### src/hw/rtl/assert_macros.svh
// Assertion helpers shared by the channel and top-level RTL files
`ifndef ASSERT_MACROS_SVH
`define ASSERT_MACROS_SVH

`ifndef SYNTHESIS

// property checked on every rising edge, switched off while rst is high
`define ASSERT_RST(label, clk, rst, prop, msg) \
   label: assert property (@(posedge clk) disable iff (rst) prop) else $error(msg);

// property checked on every rising edge
`define ASSERT_CLK(label, clk, prop, msg) \
   label: assert property (@(posedge clk) prop) else $error(msg);

`else

`define ASSERT_RST(label, clk, rst, prop, msg)
`define ASSERT_CLK(label, clk, prop, msg)

`endif

`endif

### src/hw/rtl/hsvrgb_pkg.sv
package hsvrgb_pkg;

   // input field widths
   localparam int HUE_W = 10;
   localparam int PCT_W = 8;
   localparam int CH_W  = 8;
   // clamped percentage (0..100) and sector offset (0..60)
   localparam int PCTC_W = 7;
   localparam int OFF_W  = 6;
   // (255 - c) * pct and c * pct both stay below 2^15
   localparam int PROD_W = 15;

   localparam int REQ_DATA_W = 32;
   localparam int RSP_DATA_W = 24;

   localparam logic [HUE_W-1:0] HUE_MAX = 10'd359;
   localparam logic [PCT_W-1:0] PCT_MAX = 8'd100;
   localparam logic [CH_W-1:0]  FULL    = 8'd255;

   // lower bounds of sectors one to five, and the offset base of each
   localparam logic [HUE_W-1:0] SEC1_LO = 10'd61;
   localparam logic [HUE_W-1:0] SEC2_LO = 10'd121;
   localparam logic [HUE_W-1:0] SEC3_LO = 10'd181;
   localparam logic [HUE_W-1:0] SEC4_LO = 10'd241;
   localparam logic [HUE_W-1:0] SEC5_LO = 10'd301;
   localparam logic [HUE_W-1:0] SEC1_BASE = 10'd60;
   localparam logic [HUE_W-1:0] SEC2_BASE = 10'd120;
   localparam logic [HUE_W-1:0] SEC3_BASE = 10'd180;
   localparam logic [HUE_W-1:0] SEC4_BASE = 10'd240;
   localparam logic [HUE_W-1:0] SEC5_BASE = 10'd300;

   // x / 100 as (x * 5243) >> 19, exact for x below 43690
   localparam int DIV_PROD_W = 28;
   localparam logic [DIV_PROD_W-1:0] DIV100_RECIP = 28'd5243;
   localparam int DIV100_SHIFT = 19;

   // stage load enables for the per-channel datapath, and which of
   // stages 2 and 3 currently hold an item
   typedef struct packed {
      logic load2;
      logic load3;
      logic load4;
      logic load5;
      logic full2;
      logic full3;
   } chan_ctl_type;

   function automatic logic [CH_W-1:0] div100(input logic [PROD_W-1:0] x);
      logic [DIV_PROD_W-1:0] prod;
      logic [DIV_PROD_W-1:0] quo;
      prod = DIV_PROD_W'(x) * DIV100_RECIP;
      quo  = prod >> DIV100_SHIFT;
      return quo[CH_W-1:0];
   endfunction

endpackage

### src/hw/rtl/hsvrgb_hue.sv
// Stage 1: clamp inputs, pick the hue sector and form the saturated triple
module hsvrgb_hue
   import hsvrgb_pkg::*;
(
   input  logic              clock,
   input  logic              load,
   input  logic [HUE_W-1:0]  hue,
   input  logic [PCT_W-1:0]  saturation,
   input  logic [PCT_W-1:0]  brightness,
   output logic [CH_W-1:0]   red,
   output logic [CH_W-1:0]   green,
   output logic [CH_W-1:0]   blue,
   output logic [PCTC_W-1:0] inv_sat,
   output logic [PCTC_W-1:0] bright
);

   logic [HUE_W-1:0]  hue_c;
   logic [PCT_W-1:0]  sat_c;
   logic [PCT_W-1:0]  bright_c;
   logic [HUE_W-1:0]  off_wide;
   logic [OFF_W-1:0]  off;
   logic [CH_W+1:0]   ramp_x4;
   logic [CH_W-1:0]   ramp;
   logic [CH_W-1:0]   ramp_n;
   logic [PCT_W-1:0]  inv_wide;

   logic [CH_W-1:0]   red_ff,     red_in;
   logic [CH_W-1:0]   green_ff,   green_in;
   logic [CH_W-1:0]   blue_ff,    blue_in;
   logic [PCTC_W-1:0] inv_sat_ff, inv_sat_in;
   logic [PCTC_W-1:0] bright_ff,  bright_in;

   // clamp to the meaningful ranges
   assign hue_c    = (hue > HUE_MAX) ? HUE_MAX : hue;
   assign sat_c    = (saturation > PCT_MAX) ? PCT_MAX : saturation;
   assign bright_c = (brightness > PCT_MAX) ? PCT_MAX : brightness;

   // offset into the sector
   always_comb begin
      priority if (hue_c < SEC1_LO) begin
         off_wide = hue_c;
      end else if (hue_c < SEC2_LO) begin
         off_wide = hue_c - SEC1_BASE;
      end else if (hue_c < SEC3_LO) begin
         off_wide = hue_c - SEC2_BASE;
      end else if (hue_c < SEC4_LO) begin
         off_wide = hue_c - SEC3_BASE;
      end else if (hue_c < SEC5_LO) begin
         off_wide = hue_c - SEC4_BASE;
      end else begin
         off_wide = hue_c - SEC5_BASE;
      end
   end
   assign off = off_wide[OFF_W-1:0];

   // 425 * off / 100 is exactly 17 * off / 4
   assign ramp_x4 = (CH_W+2)'({off, 4'b0000}) + (CH_W+2)'(off);
   assign ramp    = ramp_x4[CH_W+1:2];
   assign ramp_n  = FULL - ramp;

   // saturated triple per sector
   always_comb begin
      priority if (hue_c < SEC1_LO) begin
         red_in = FULL;   green_in = ramp;   blue_in = '0;
      end else if (hue_c < SEC2_LO) begin
         red_in = ramp_n; green_in = FULL;   blue_in = '0;
      end else if (hue_c < SEC3_LO) begin
         red_in = '0;     green_in = FULL;   blue_in = ramp;
      end else if (hue_c < SEC4_LO) begin
         red_in = '0;     green_in = ramp_n; blue_in = FULL;
      end else if (hue_c < SEC5_LO) begin
         red_in = ramp;   green_in = '0;     blue_in = FULL;
      end else begin
         red_in = FULL;   green_in = '0;     blue_in = ramp_n;
      end
   end

   assign inv_wide   = PCT_MAX - sat_c;
   assign inv_sat_in = inv_wide[PCTC_W-1:0];
   assign bright_in  = bright_c[PCTC_W-1:0];

   always_ff @(posedge clock) begin
      if (load) begin
         red_ff     <= red_in;
         green_ff   <= green_in;
         blue_ff    <= blue_in;
         inv_sat_ff <= inv_sat_in;
         bright_ff  <= bright_in;
      end
   end

   assign red     = red_ff;
   assign green   = green_ff;
   assign blue    = blue_ff;
   assign inv_sat = inv_sat_ff;
   assign bright  = bright_ff;

endmodule

### src/hw/rtl/hsvrgb_chan.sv
`include "assert_macros.svh"

// Stages 2 to 5 for one channel: blend toward full, then scale by value
module hsvrgb_chan
   import hsvrgb_pkg::*;
(
   input  logic              clock,
   input  chan_ctl_type      ctl,
   input  logic [CH_W-1:0]   chan,
   input  logic [PCTC_W-1:0] inv_sat,
   input  logic [PCTC_W-1:0] bright,
   output logic [CH_W-1:0]   result
);

   logic [CH_W-1:0]   gap;
   logic [CH_W:0]     blend_sum;

   logic [PROD_W-1:0] prod_s2_ff, prod_s2_in;
   logic [CH_W-1:0]   chan_s2_ff;
   logic [PCTC_W-1:0] bright_s2_ff;
   logic [CH_W-1:0]   blend_s3_ff, blend_s3_in;
   logic [PCTC_W-1:0] bright_s3_ff;
   logic [PROD_W-1:0] prod_s4_ff, prod_s4_in;
   logic [CH_W-1:0]   result_ff, result_in;

   // stage 2: distance to full times (100 - s)
   assign gap        = FULL - chan;
   assign prod_s2_in = PROD_W'(gap) * PROD_W'(inv_sat);

   // stage 3: add the truncated blend share, never passes 255
   assign blend_sum   = (CH_W+1)'(chan_s2_ff) + (CH_W+1)'(div100(prod_s2_ff));
   assign blend_s3_in = blend_sum[CH_W-1:0];

   // stage 4: scale by value
   assign prod_s4_in = PROD_W'(blend_s3_ff) * PROD_W'(bright_s3_ff);

   // stage 5: truncating divide by 100
   assign result_in = div100(prod_s4_ff);

   always_ff @(posedge clock) begin
      if (ctl.load2) begin
         prod_s2_ff   <= prod_s2_in;
         chan_s2_ff   <= chan;
         bright_s2_ff <= bright;
      end
      if (ctl.load3) begin
         blend_s3_ff  <= blend_s3_in;
         bright_s3_ff <= bright_s2_ff;
      end
      if (ctl.load4) begin
         prod_s4_ff <= prod_s4_in;
      end
      if (ctl.load5) begin
         result_ff <= result_in;
      end
   end

   assign result = result_ff;

   // blending only ever moves a channel up toward full
   `ASSERT_CLK(a_blend_rises, clock,
      (ctl.load3 && ctl.full2) |=> blend_s3_ff >= $past(chan_s2_ff),
      "blended channel fell below its saturated value")
   // a channel already at full stays at full
   `ASSERT_CLK(a_full_stays, clock,
      (ctl.load3 && ctl.full2 && chan_s2_ff == FULL) |=> blend_s3_ff == FULL,
      "full channel moved during the blend")
   // zero value gives a zero product
   `ASSERT_CLK(a_dark_zero, clock,
      (ctl.load4 && ctl.full3 && bright_s3_ff == '0) |=> prod_s4_ff == '0,
      "zero brightness did not give a zero product")

endmodule

### src/hw/rtl/hsv_to_rgb_integer_unit.sv
`include "assert_macros.svh"

// HSV to RGB converter, 8 bits per channel. Hue (degrees, clamped to 359),
// saturation and value (percent, clamped to 100) come in on the req_ stream;
// each transfer gives one red/green/blue transfer on the rsp_ stream. The
// datapath is a five-stage pipeline: sector and ramp, blend product, blend
// sum, value product, final divide. An accepted transfer moves through the
// stage registers in that order to rsp_tvalid, and with rsp_tready high a
// new item is taken every cycle. Each stage holds its item only while the
// stage after it is full and held, so a stall on the rsp_ side fills the
// bubbles first and then stops req_tready.
module hsv_to_rgb_integer_unit
   import hsvrgb_pkg::*;
(
   input  logic                  clock,
   input  logic                  reset,
   input  logic                  req_tvalid,
   output logic                  req_tready,
   // hue [9:0], saturation [17:10], brightness [25:18], zero [31:26]
   input  logic [REQ_DATA_W-1:0] req_tdata,
   output logic                  rsp_tvalid,
   input  logic                  rsp_tready,
   // red [7:0], green [15:8], blue [23:16]
   output logic [RSP_DATA_W-1:0] rsp_tdata
);

   localparam int NSTAGE = 5;

   logic [NSTAGE-1:0] valid_ff, valid_in;
   logic [NSTAGE-1:0] ready;
   chan_ctl_type      ctl;

   logic [CH_W-1:0]   s1_red, s1_green, s1_blue;
   logic [PCTC_W-1:0] s1_inv_sat, s1_bright;
   logic [CH_W-1:0]   red, green, blue;

   // per-stage flow control: a stage loads when empty or when it drains
   always_comb begin
      ready[NSTAGE-1] = !valid_ff[NSTAGE-1] || rsp_tready;
      for (int k = NSTAGE - 2; k >= 0; k--) begin
         ready[k] = !valid_ff[k] || ready[k+1];
      end
      valid_in[0] = ready[0] ? req_tvalid : valid_ff[0];
      for (int k = 1; k < NSTAGE; k++) begin
         valid_in[k] = ready[k] ? valid_ff[k-1] : valid_ff[k];
      end
   end

   always_ff @(posedge clock) begin
      if (reset) begin
         valid_ff <= '0;
      end else begin
         valid_ff <= valid_in;
      end
   end

   assign ctl.load2 = ready[1];
   assign ctl.load3 = ready[2];
   assign ctl.load4 = ready[3];
   assign ctl.load5 = ready[4];
   assign ctl.full2 = valid_ff[1];
   assign ctl.full3 = valid_ff[2];

   assign req_tready = ready[0];
   assign rsp_tvalid = valid_ff[NSTAGE-1];
   assign rsp_tdata  = {blue, green, red};

   hsvrgb_hue u_hue (
      .clock      (clock),
      .load       (ready[0]),
      .hue        (req_tdata[HUE_W-1:0]),
      .saturation (req_tdata[HUE_W+PCT_W-1:HUE_W]),
      .brightness (req_tdata[HUE_W+2*PCT_W-1:HUE_W+PCT_W]),
      .red        (s1_red),
      .green      (s1_green),
      .blue       (s1_blue),
      .inv_sat    (s1_inv_sat),
      .bright     (s1_bright)
   );

   hsvrgb_chan u_chan_red (
      .clock   (clock),
      .ctl     (ctl),
      .chan    (s1_red),
      .inv_sat (s1_inv_sat),
      .bright  (s1_bright),
      .result  (red)
   );

   hsvrgb_chan u_chan_green (
      .clock   (clock),
      .ctl     (ctl),
      .chan    (s1_green),
      .inv_sat (s1_inv_sat),
      .bright  (s1_bright),
      .result  (green)
   );

   hsvrgb_chan u_chan_blue (
      .clock   (clock),
      .ctl     (ctl),
      .chan    (s1_blue),
      .inv_sat (s1_inv_sat),
      .bright  (s1_bright),
      .result  (blue)
   );

   // input side only backs up when the first stage is holding an item
   `ASSERT_RST(a_stall_needs_item, clock, reset,
      !req_tready |-> valid_ff[0],
      "req_tready low with the first stage empty")
   // reset empties the whole pipeline
   `ASSERT_CLK(a_reset_empties, clock,
      $past(reset) |-> valid_ff == '0,
      "pipeline not empty after reset")
   // every saturated triple has at least one channel at full
   `ASSERT_RST(a_one_full, clock, reset,
      valid_ff[0] |-> (s1_red == FULL || s1_green == FULL || s1_blue == FULL),
      "saturated triple without a full channel")

endmodule
### config.mk
export PLATFORM = sky130hd
export DESIGN_NAME = hsv_to_rgb_integer_unit
export DESIGN_NICKNAME = d
export VERILOG_FILES = /design/src/hw/rtl/hsvrgb_pkg.sv /design/src/hw/rtl/hsvrgb_hue.sv /design/src/hw/rtl/hsvrgb_chan.sv /design/src/hw/rtl/hsv_to_rgb_integer_unit.sv
export VERILOG_INCLUDE_DIRS = /design/src /design/src/hw/rtl
export SDC_FILE = /design/constraint.sdc
export NUM_CORES = 2
export LEC_CHECK = 0
export BUFFER_PORTS_ARGS = -buffer_cell sky130_fd_sc_hd__clkbuf_2
export CAP_MARGIN = 20
export CORE_ASPECT_RATIO = 0.7
export CORE_MARGIN = 1.5
export CORE_UTILIZATION = 55
export DETAILED_ROUTE_END_ITERATION = 10
export GPL_TIMING_DRIVEN = 0
export PLACE_DENSITY = 0.72
export SKIP_LAST_GASP = 1
export SYNTH_ARGS = -nofsm -noshare
export SYNTH_HDL_FRONTEND = slang
export SYNTH_SLANG_ARGS = --single-unit
export TNS_END_PERCENT = 10
### constraint.sdc
create_clock -name clock -period 6.8 [get_ports clock]
set_input_delay 1.02 -clock clock [delete_from_list [all_inputs] [get_ports clock]]
set_output_delay 1.02 -clock clock [all_outputs]
set_load 0.01 [all_outputs]
==> run metrics <==
# port buffers 53; Critical Path Max Stage Delay 0.55 ns; Buf+Inv Stages, Crit Path 5; cell at the slowest stage of the critical path edfxtp_1; CTS clock-pin slew for the worst setup and hold paths around 0.070 ns; Layout Cells excl Fill 4,981; CTS tree done; CP max FO 6; post-placement cell count 4,913; standard-cell row count between 80 and 90; reg2reg setup slack 0.34 ns; H-tree depth 1; Fmax achieved 154.9 MHz; detail-routed net length per standard cell between 15 and 20 microns; vias in the first global route approximately 27,000; via/cell ratio between 5 and 6; die height approximately 230 microns; drt drc 0; post-synthesis cell type count between 70 and 80; total track usage 0.2172; GP Congestion ~0.92; RSZ-0062 raised after global routing yes; num ports 62; Post-DRT Antenna Nets 0; pre-CTS setup slack -0.1192 ns; initial antenna violation count 7; largest net degree at the start of global routing 48; core area roughly 70,000 sq um; CP delay by family, top adder cells; CP Capture Type flop; width of the die 325.0 microns; dominant cell type by area after synthesis fa_1; Syn Inst Count 3,890; count leader, synth inv_1; reg2reg start u_chan_red.prod_s2_ff[10]; Iteration-0 DRC Markers roughly 1,300; clock buffer depth 3; main area contributors after synthesis fa_1 29%, ha_1 26%, edfxtp_1 16%; Die Area 74,220 sq um; DR vias approximately 26,000; Syn Area/Cell around 10 sq um; Cell Chain, Critical Path fa_1 > ha_1 > inv_1 > fa_1 > inv_1 > fa_1 > inv_1 > fa_1 > inv_1 > ha_1 > nand3_1 > a211oi_1 > o21ai_1 > a31oi_2 > buf_4 > a311o_1 > xor2_1 > ha_1 > a21oi_2 > o21bai_1 > a21oi_2 > o21ai_0 > xnor2_1 > xnor2_2; yosys warns 0; Startpoint Class flop; CTS Sinks roughly 220; critical path class flop to flop; top cell type's share of synthesized area 0.2939; Post-synth EDFFs ~210; register area share after synthesis 0.1635; Commonest cells post-synth 1,023 x inv_1, 818 x ha_1, 586 x fa_1, 214 x edfxtp_1, 139 x nand2_1; crit path DAT 6.72 ns; Final Critical Period approximately 6.5 ns; nets 5,433; layout cells sized above 1 0.04064; cts bufs inserted 25; first drt pass iteration count 6; area grow syn2layout 6.656%; Final Cycle Share 0.9494; measured slew at the worst slew-check pin about 0.93 ns; final WL around 77,000 microns; # hold bufs at CTS 0; hpwl dp around 66,000 microns; Final Instance Area between 40,000 and 50,000 sq um; hold wc startpoint u_chan_red.bright_s2_ff[1]; Final setup viols 0; later-pin clock latency in the skew report approximately 0.6 ns; reg2reg end u_chan_red.blend_s3_ff[7]; grt total ovfl 0; initial core utilization 0.5565; max-cap violations 0; Synth Flop Type edfxtp_1; worst clock skew about 0.04 ns; Rel. slew slack 0.3727; #FFs+latches synth approximately 220; Final Util 0.5935; final setup margin ~0.34 ns; Root Driver clkbuf_16; syn_nets between 5,000 and 6,000; HP Class flop to flop; Mapped Area roughly 40,000 sq um; Critical Path RT between 7 and 8 ns; Post-DP Area slightly above 40,000 sq um; Fin. Hold Viols 0; first-pass GRT wire length approximately 130,000 microns; Worst Reg-to-Reg Cells 24; Hold Path End u_chan_red.bright_s3_ff[1]; status completed; Slew Limit Fails 0; Post-synth ARST share 0; WHS Path Cells 0
[cells by family after synthesis]
kind of cell / after synthesis / synth area share
AO/OA/AOI/OAI: 347 / 0.05734
multiplexers: 1 / 0.0002508
buffers and inverters: 1064 / 0.1006
XOR/XNOR: 166 / 0.03643
adder cells (fa/ha/maj): 1404 / 0.5504
AND/OR/NAND/NOR: 689 / 0.09151
flip-flops: 219 / 0.1635
[state kept, by name, summed over array words and instances, names as in the netlist, 15 cells and up]
signal,cells
u_chan_blue.prod_s2_ff,15
u_chan_blue.prod_s4_ff,15
u_chan_green.prod_s2_ff,15
u_chan_green.prod_s4_ff,15
u_chan_red.prod_s2_ff,15
u_chan_red.prod_s4_ff,15
[through the flow]
step	hold WS, ns	TNS [ns]
2_1_floorplan	0.4003	0
3_5_place_dp	0.4045	-0.1192
3_3_place_gp	0.4025	-0.06348
4_1_cts	0.4267	0
5_1_grt	0.4268	-0.1344
6_report	0.4206	0
[repair_timing]
action                                  4_1_cts  5_1_grt
pin swaps                                     0        2
endpoints found under the setup margin        1        4
gates resized for setup                       2        7
setup buffers                                 3       15
[placed cells by master, fill, tap and decap left out, drive strengths merged, types with 17 or more instances in the layout]
cell type / count
inv: 1024
ha: 818
fa: 586
edfxtp: 214
nand2: 139
xnor2: 136
clkbuf: 114
nor2: 105
nand2b: 104
a21oi: 99
and2: 94
nor2b: 88
o21ai: 61
nor3: 45
nand3: 39
xor2: 30
buf: 29
a21o: 27
o21a: 23
or2: 19
o211ai: 17
[metal layers]
layer | vias to the layer above | GRT usage | routed length, microns
li1 | 12600 | - | -
met1 | 12570 | 0.3315 | 38800
met2 | 505 | 0.3338 | 32760
met3 | 74 | 0.03037 | 4381
met4 | 0 | 0.03140 | 1112
met5 | - | 0.01087 | 0
[how the worst max path moves through the flow]
stage,startpoint,endpoint,cells after the start,slack (ns)
3_5_place_dp,u_chan_red.prod_s2_ff[12],u_chan_red.blend_s3_ff[7],25,-0.12
2_1_floorplan,u_chan_blue.prod_s2_ff[8],u_chan_blue.blend_s3_ff[7],24,1.0
6_report,u_chan_red.prod_s2_ff[10],u_chan_red.blend_s3_ff[7],24,0.34
3_3_place_gp,u_chan_red.prod_s2_ff[12],u_chan_red.blend_s3_ff[7],25,-0.06
4_1_cts,u_chan_red.prod_s2_ff[9],u_chan_red.blend_s3_ff[7],25,0.02
5_1_grt,u_chan_red.prod_s2_ff[9],u_chan_red.blend_s3_ff[7],24,-0.07
[area by class of cell]
type | instances | area (sq um)
multi-input combinational | 2607 | 29430
antenna | 4 | 10.01
clock buffer | 26 | 629.4
buffer | 41 | 173.9
fill | 5985 | 29150
clock inverter | 19 | 226.5
inverter | 1023 | 3840
timing repair buffer | 76 | 523.0
tap | 966 | 1209
sequential | 219 | 6526
Power is left out: the tool's default activity adds up to more than one toggle a clock period on the data nets, which glitch-free logic cannot reach.
